**src/assert_macros.svh**
```systemverilog
// Assertion macros used by the sentence ring buffer datapath.
`ifndef ASSERT_MACROS_SVH
`define ASSERT_MACROS_SVH

// Condition that must hold at every clock edge out of reset.
`define NSRB_ASSERT(lbl, expr, msg) \
  lbl: assert property (@(posedge clk) disable iff (rst) (expr)) else $error(msg);

// Condition that must hold in the cycle after the trigger.
`define NSRB_ASSERT_NEXT(lbl, trig, expr, msg) \
  lbl: assert property (@(posedge clk) disable iff (rst) (trig) |=> (expr)) else $error(msg);

`endif

```
**src/nsrb_pkg.sv**
```systemverilog
// Shared types and constants for the NMEA sentence ring buffer.
`default_nettype none

package nsrb_pkg;

  localparam logic [7:0] CH_DOLLAR = 8'h24;
  localparam logic [7:0] CH_CR     = 8'h0D;
  localparam logic [7:0] CH_LF     = 8'h0A;

  localparam logic CMD_RECEIVE = 1'b0;
  localparam logic CMD_READ    = 1'b1;

  typedef enum logic [1:0] {
    KIND_RX_ACK = 2'd0,
    KIND_BYTE   = 2'd1,
    KIND_NONE   = 2'd2
  } kind_t;

  // Controller to datapath commands.
  typedef struct packed {
    logic rx;          // receive beat accepted
    logic rd_empty;    // read beat accepted, ring empty
    logic rd_open;     // read beat accepted, fetch descriptor and free slot
    logic meta_none;   // descriptor shows empty slot
    logic meta_start;  // descriptor valid, start streaming
    logic issue;       // read next byte from byte memory
    logic move;        // fetch stage to output register
  } cmd_t;

  // Datapath to controller status.
  typedef struct packed {
    logic empty;       // no closed sentence waiting
    logic meta_zero;   // fetched descriptor has length zero
    logic more;        // bytes left to issue
    logic fetch_valid; // fetch stage holds a byte
    logic out_free;    // output register can load this cycle
  } status_t;

endpackage

`default_nettype wire

```
**src/nsrb_ctrl.sv**
```systemverilog
// Sequencing controller for the NMEA sentence ring buffer.
`default_nettype none

module nsrb_ctrl (
  input  wire logic             clk,
  input  wire logic             rst,
  input  wire logic             in_valid,
  output logic                  in_ready,
  input  wire logic             cmd,
  input  wire nsrb_pkg::status_t st,
  output nsrb_pkg::cmd_t        ctl
);

  typedef enum logic [1:0] {
    S_IDLE,
    S_META,
    S_STREAM
  } state_t;

  state_t state;
  state_t state_next;
  logic   acc;

  assign in_ready = (state == S_IDLE) && st.out_free;
  assign acc      = in_valid && in_ready;

  always_comb begin
    ctl            = '0;
    state_next     = state;
    ctl.rx         = acc && (cmd == nsrb_pkg::CMD_RECEIVE);
    ctl.rd_empty   = acc && (cmd == nsrb_pkg::CMD_READ) && st.empty;
    ctl.rd_open    = acc && (cmd == nsrb_pkg::CMD_READ) && !st.empty;
    ctl.meta_none  = (state == S_META) && st.meta_zero;
    ctl.meta_start = (state == S_META) && !st.meta_zero;
    ctl.move       = (state == S_STREAM) && st.fetch_valid && st.out_free;
    ctl.issue      = (state == S_STREAM) && st.more && (!st.fetch_valid || st.out_free);
    case (state)
      S_IDLE: begin
        if (ctl.rd_open) state_next = S_META;
      end
      S_META: begin
        state_next = st.meta_zero ? S_IDLE : S_STREAM;
      end
      S_STREAM: begin
        if (!st.more && (!st.fetch_valid || st.out_free)) state_next = S_IDLE;
      end
      default: state_next = S_IDLE;
    endcase
  end

  always_ff @(posedge clk) begin
    if (rst) begin
      state <= S_IDLE;
    end else begin
      state <= state_next;
    end
  end

endmodule

`default_nettype wire

```
**config.mk**
```make
export PLATFORM = sky130hd
export DESIGN_NAME = nsrb_ctrl
export DESIGN_NICKNAME = d
export VERILOG_FILES = /design/src/assert_macros.svh /design/src/nsrb_pkg.sv /design/src/nsrb_ctrl.sv
export SDC_FILE = /design/constraint.sdc
export NUM_CORES = 1
export LEC_CHECK = 0
export ABC_AREA = 1
export BUFFER_PORTS_ARGS = -buffer_cell sky130_fd_sc_hd__buf_4
export CAP_MARGIN = 20
export CORE_AREA = 2 2 39 41
export CTS_CLUSTER_DIAMETER = 40
export DETAILED_ROUTE_END_ITERATION = 16
export DIE_AREA = 0 0 41 43
export SLEW_MARGIN = 20
export SYNTH_ARGS = -nofsm -noshare
export SYNTH_HDL_FRONTEND = slang
export SYNTH_SLANG_ARGS = --single-unit
```
**constraint.sdc**
```tcl
create_clock -name clk -period 1.3 [get_ports clk]
set_input_delay 0.13 -clock clk [delete_from_list [all_inputs] [get_ports clk]]
set_output_delay 0.13 -clock clk [all_outputs]
set_load 0.03 [all_outputs]
```
# After elaboration in Yosys (flattened, before gate mapping)
# Cells that the tools add are included.
word_totals:
  reg_bits: 2
  in_bits: 9
  word_cells: 30
op_classes:
  eq_ne: 4
  mux: 4
  bitwise_logic: 1
  reduce_logical: 20
ops:
  columns: ["op", "count"]
  rows:
  - ["$logic_and A1 B1 Y1", 13]
  - ["$mux W2", 3]
  - ["$pmux W2 S3", 1]
  - ["$logic_not A1 Y1", 4]
  - ["$eq A2 B1 Y1 const B", 1]
  - ["$eq A2 B2 Y1 const B", 1]
  - ["$logic_not A2 Y1", 1]
  - ["$ne A2 B1 Y1 const B", 1]
  - ["$ne A2 B2 Y1 const B", 1]
  - ["$reduce_and A2 Y1", 1]
  - ["$logic_or A1 B1 Y1", 1]
  - ["$not A1 Y1", 1]

# Logic depth before layout (Yosys ltp)
depth:
  ltp_word: 7
  ltp_mapped: 5
  mapped_depth_nobuf: 5

# Worst setup path before layout
# Ideal clock, no wire load.
synth_timing:
  path_kind: "reg-to-output"
  start: "reg state[0]"
  end: "out ctl[6] (netlist name)"
  arrival_time_ps: 1337
  t_required_ps: 1170
  slack_ps: -167
  path_stages_with_launch: 4
  path_buffers: 0
  cell_sequence: "dfxtp_1 nor3_2 nand2_1 nor2_1"
synth_rtl:
  columns: ["element", "line_no", "rtl"]
  rows:
  - ["from (decl)", "nsrb_ctrl.sv:20", "state_t state;"]
  - ["from (signal assigned)", "nsrb_ctrl.sv:55", "state <= state_next;"]
  - ["to (decl)", "nsrb_ctrl.sv:11", "output nsrb_pkg::cmd_t ctl"]

==> flow_metrics.py <==
metrics = {
    "timing": {
        "finalCritPeriodShare_pct": 95.67,
        "finalCriticalPeriod_ns": 1.244,
        "hold_viol_final": 0,
        "slew-limit-headroom_pct": 90.28,
        "drv_slew": 0,
        "setup_viol": 0,
        "rsz0062_at_grt": "yes",
        "finalClockSkew_ns": 0.003202,
        "worstMarginPinSlew_ns": 0.1447,
        "fmax_mhz": 804.1,
    },
    "global_route": {
        "grt_max_degree": 6,
        "grtUsageTotal_pct": 6.613,
        "grt_first_pass_wirelength_um": 703,
        "gr-total-overflow": 0,
        "antenna_found_initial": 0,
        "grt_pass1_vias": 182,
    },
    "final_layout": {
        "fin_nets": 62,
        "drive_gt1_share_pct": 52.94,
        "largest_reg_flops": 2,
        "top_register": "state",
        "syn_to_final_growth_pct": 107.2,
        "multi_input_area_um2": 111.4,
        "final_core_util_pct": 26.04,
        "fillers": 159,
        "antenna_cells": 0,
        "ff_latch_area_um2": 45.04,
        "reg.largest.list": "state (2)",
        "stdcell_area_um2": 360.3,
    },
    "run": {
        "maxCapViolations": 0,
    },
    "clocking": {
        "cts_tree": "built",
        "cts_root_buf": "clkbuf_4",
        "clock_latency_ns": 0.23,
        "clk_pin_slew_ns": 0.03,
        "cts_sinks": 2,
        "cts_buffers": 3,
        "cts_max_level": 1,
        "cts_hold_buf": 0,
        "clockBufferDepth": 2,
    },
    "synth": {
        "synth-seq-area-share_pct": 23.02,
        "avgSynthCellArea_um2": 5.610,
        "synth.distinct_cells": 9,
        "synth.ff_latch_count": 2,
        "syn_area_um2": 173.9,
        "syn_inst": 31,
        "yosysWarnings": 0,
        "synth_nets": 40,
    },
    "status": {
        "status": "finished, final reports clean",
    },
    "power_and_ir_drop": {
        "ir_drop_v": 0.0003231,
        "p_leak_nw": 0.2005,
        "power_density_nw_per_um2": 748.2,
    },
    "hold_path": {
        "hold_depth": 2,
        "hp-class": "in2reg",
        "hold_start": "rst",
    },
    "drt": {
        "dr_total_vias": 242,
        "wire_per_inst_um": 7.269,
        "antenna_left": 0,
        "viasPerCell": 3.612,
        "drt-total-wl_um": 487,
        "drtIter0Drc": 0,
        "firstDrtPassIters": 1,
        "drc": 0,
    },
    "floorplan": {
        "rows": 14,
        "die_x_um": 41,
        "start_util_pct": 12.57,
        "die_y_um": 43,
        "dieArea_um2": 1763,
        "core_area_um2": 1384,
        "top_level_ports": 17,
    },
    "setup_path": {
        "critical_path_class": "reg2out",
        "cp_max_fo": 4,
        "startpoint": "state[1]",
        "arrival_ns": 1.11,
        "cp.required_ns": 1.17,
        "worst_r2r_path_depth": 4,
        "endpoint_kind": "output port",
        "critPathLaunchType": "flop",
        "r2r_start": "state[1]",
    },
    "placed_design": {
        "place_hpwl_um": 417.3,
        "gp_congestion": 0.6572,
        "place_area_um2": 322.8,
        "io_buffer_count": 16,
    },
}
[cells by family (layout without fill, tap and decap cells)]
family	Yosys count	in the layout	share of synthesized area, %
simple gates	19	19	54.68
flops	2	2	23.02
buf+inv	9	29	19.42
compound gates	1	1	2.875
[path summary, 6_finish.rpt]
check                  end  slack (ns)
setup / recovery    ctl[4]        0.06
hold / removal    state[1]        0.05
setup reg to reg  state[0]        0.37
hold reg to reg   state[1]        0.55
[cell usage after synthesis]
master   count  area share, %
nor2_1       7             15
nand2_1      7             15
nor3_2       2             12
nor3_1       1            2.9
nand4_2      1            7.2
nand3_1      1            2.9
dfxtp_1      2             23
inv_1        9             19
a21oi_1      1            2.9
[power by group]
| group | internal, W | switching (W) |
|---|---|---|
| registers | 0.0000609 | 0.00000140 |
| clock network | 0.000102 | 0.0000407 |
| logic | 0.0000315 | 0.0000328 |
[stage by stage]
| stage | worst slack (ns) | hold slack [ns] | total power, W | instances | setup TNS [ns] |
|---|---|---|---|---|---|
| after CTS | 0.0001091 | 0.04697 | 0.0002819 | 66 | 0 |
| final | 0.05635 | 0.05220 | 0.0002696 | 67 | 0 |
| after detailed placement | 0.2145 | 0.3044 | 0.0001281 | 63 | 0 |
| after global placement | 0.2165 | 0.2981 | 0.0001276 | 63 | 0 |
| after floorplan | 0.02686 | 0.1991 | 0.00009428 | 31 | 0 |
| after global routing | -0.008713 | 0.04878 | 0.0002943 | 67 | -0.01040 |
[cell usage in the layout (no fill, tap or decap), drive strengths merged]
cell    count
a21oi       1
nor2        7
nand3       1
dfxtp       2
clkbuf      3
nand2       7
buf        17
nand4       1
nor3        3
inv         9
[metal layers]
metal / global-route usage (%) / vias to the layer above / part of all wire, %
li1: - / 133 / -
met1: 7.029 / 96 / 41
met2: 7.187 / 11 / 46
met3: 6.283 / 2 / 11
met4: 6.000 / 0 / 1.8
met5: 0 / - / 0
[critical path, stage by stage (launching register included)]
cell	delay, ns
dfxtp_4	0.35
nor2_2	0.14
nand4_2	0.13
nor2_1	0.11
buf_4	0.16
[cell type report]
| cell class | count | share of cell area (%) |
|---|---|---|
| Clock buffer | 3 | 6.250 |
| Inverter | 9 | 9.375 |
| Multi-Input combinational cell | 20 | 30.90 |
| Sequential cell | 2 | 12.50 |
| Tap cell | 16 | 5.556 |
| Timing Repair Buffer | 17 | 35.42 |
[what timing repair did]
action,CTS,global route
buffers inserted,0,1
setup endpoints to repair,3,6
pin swaps,0,2
resized for setup,2,2
(Power assumes the default switching activity.)
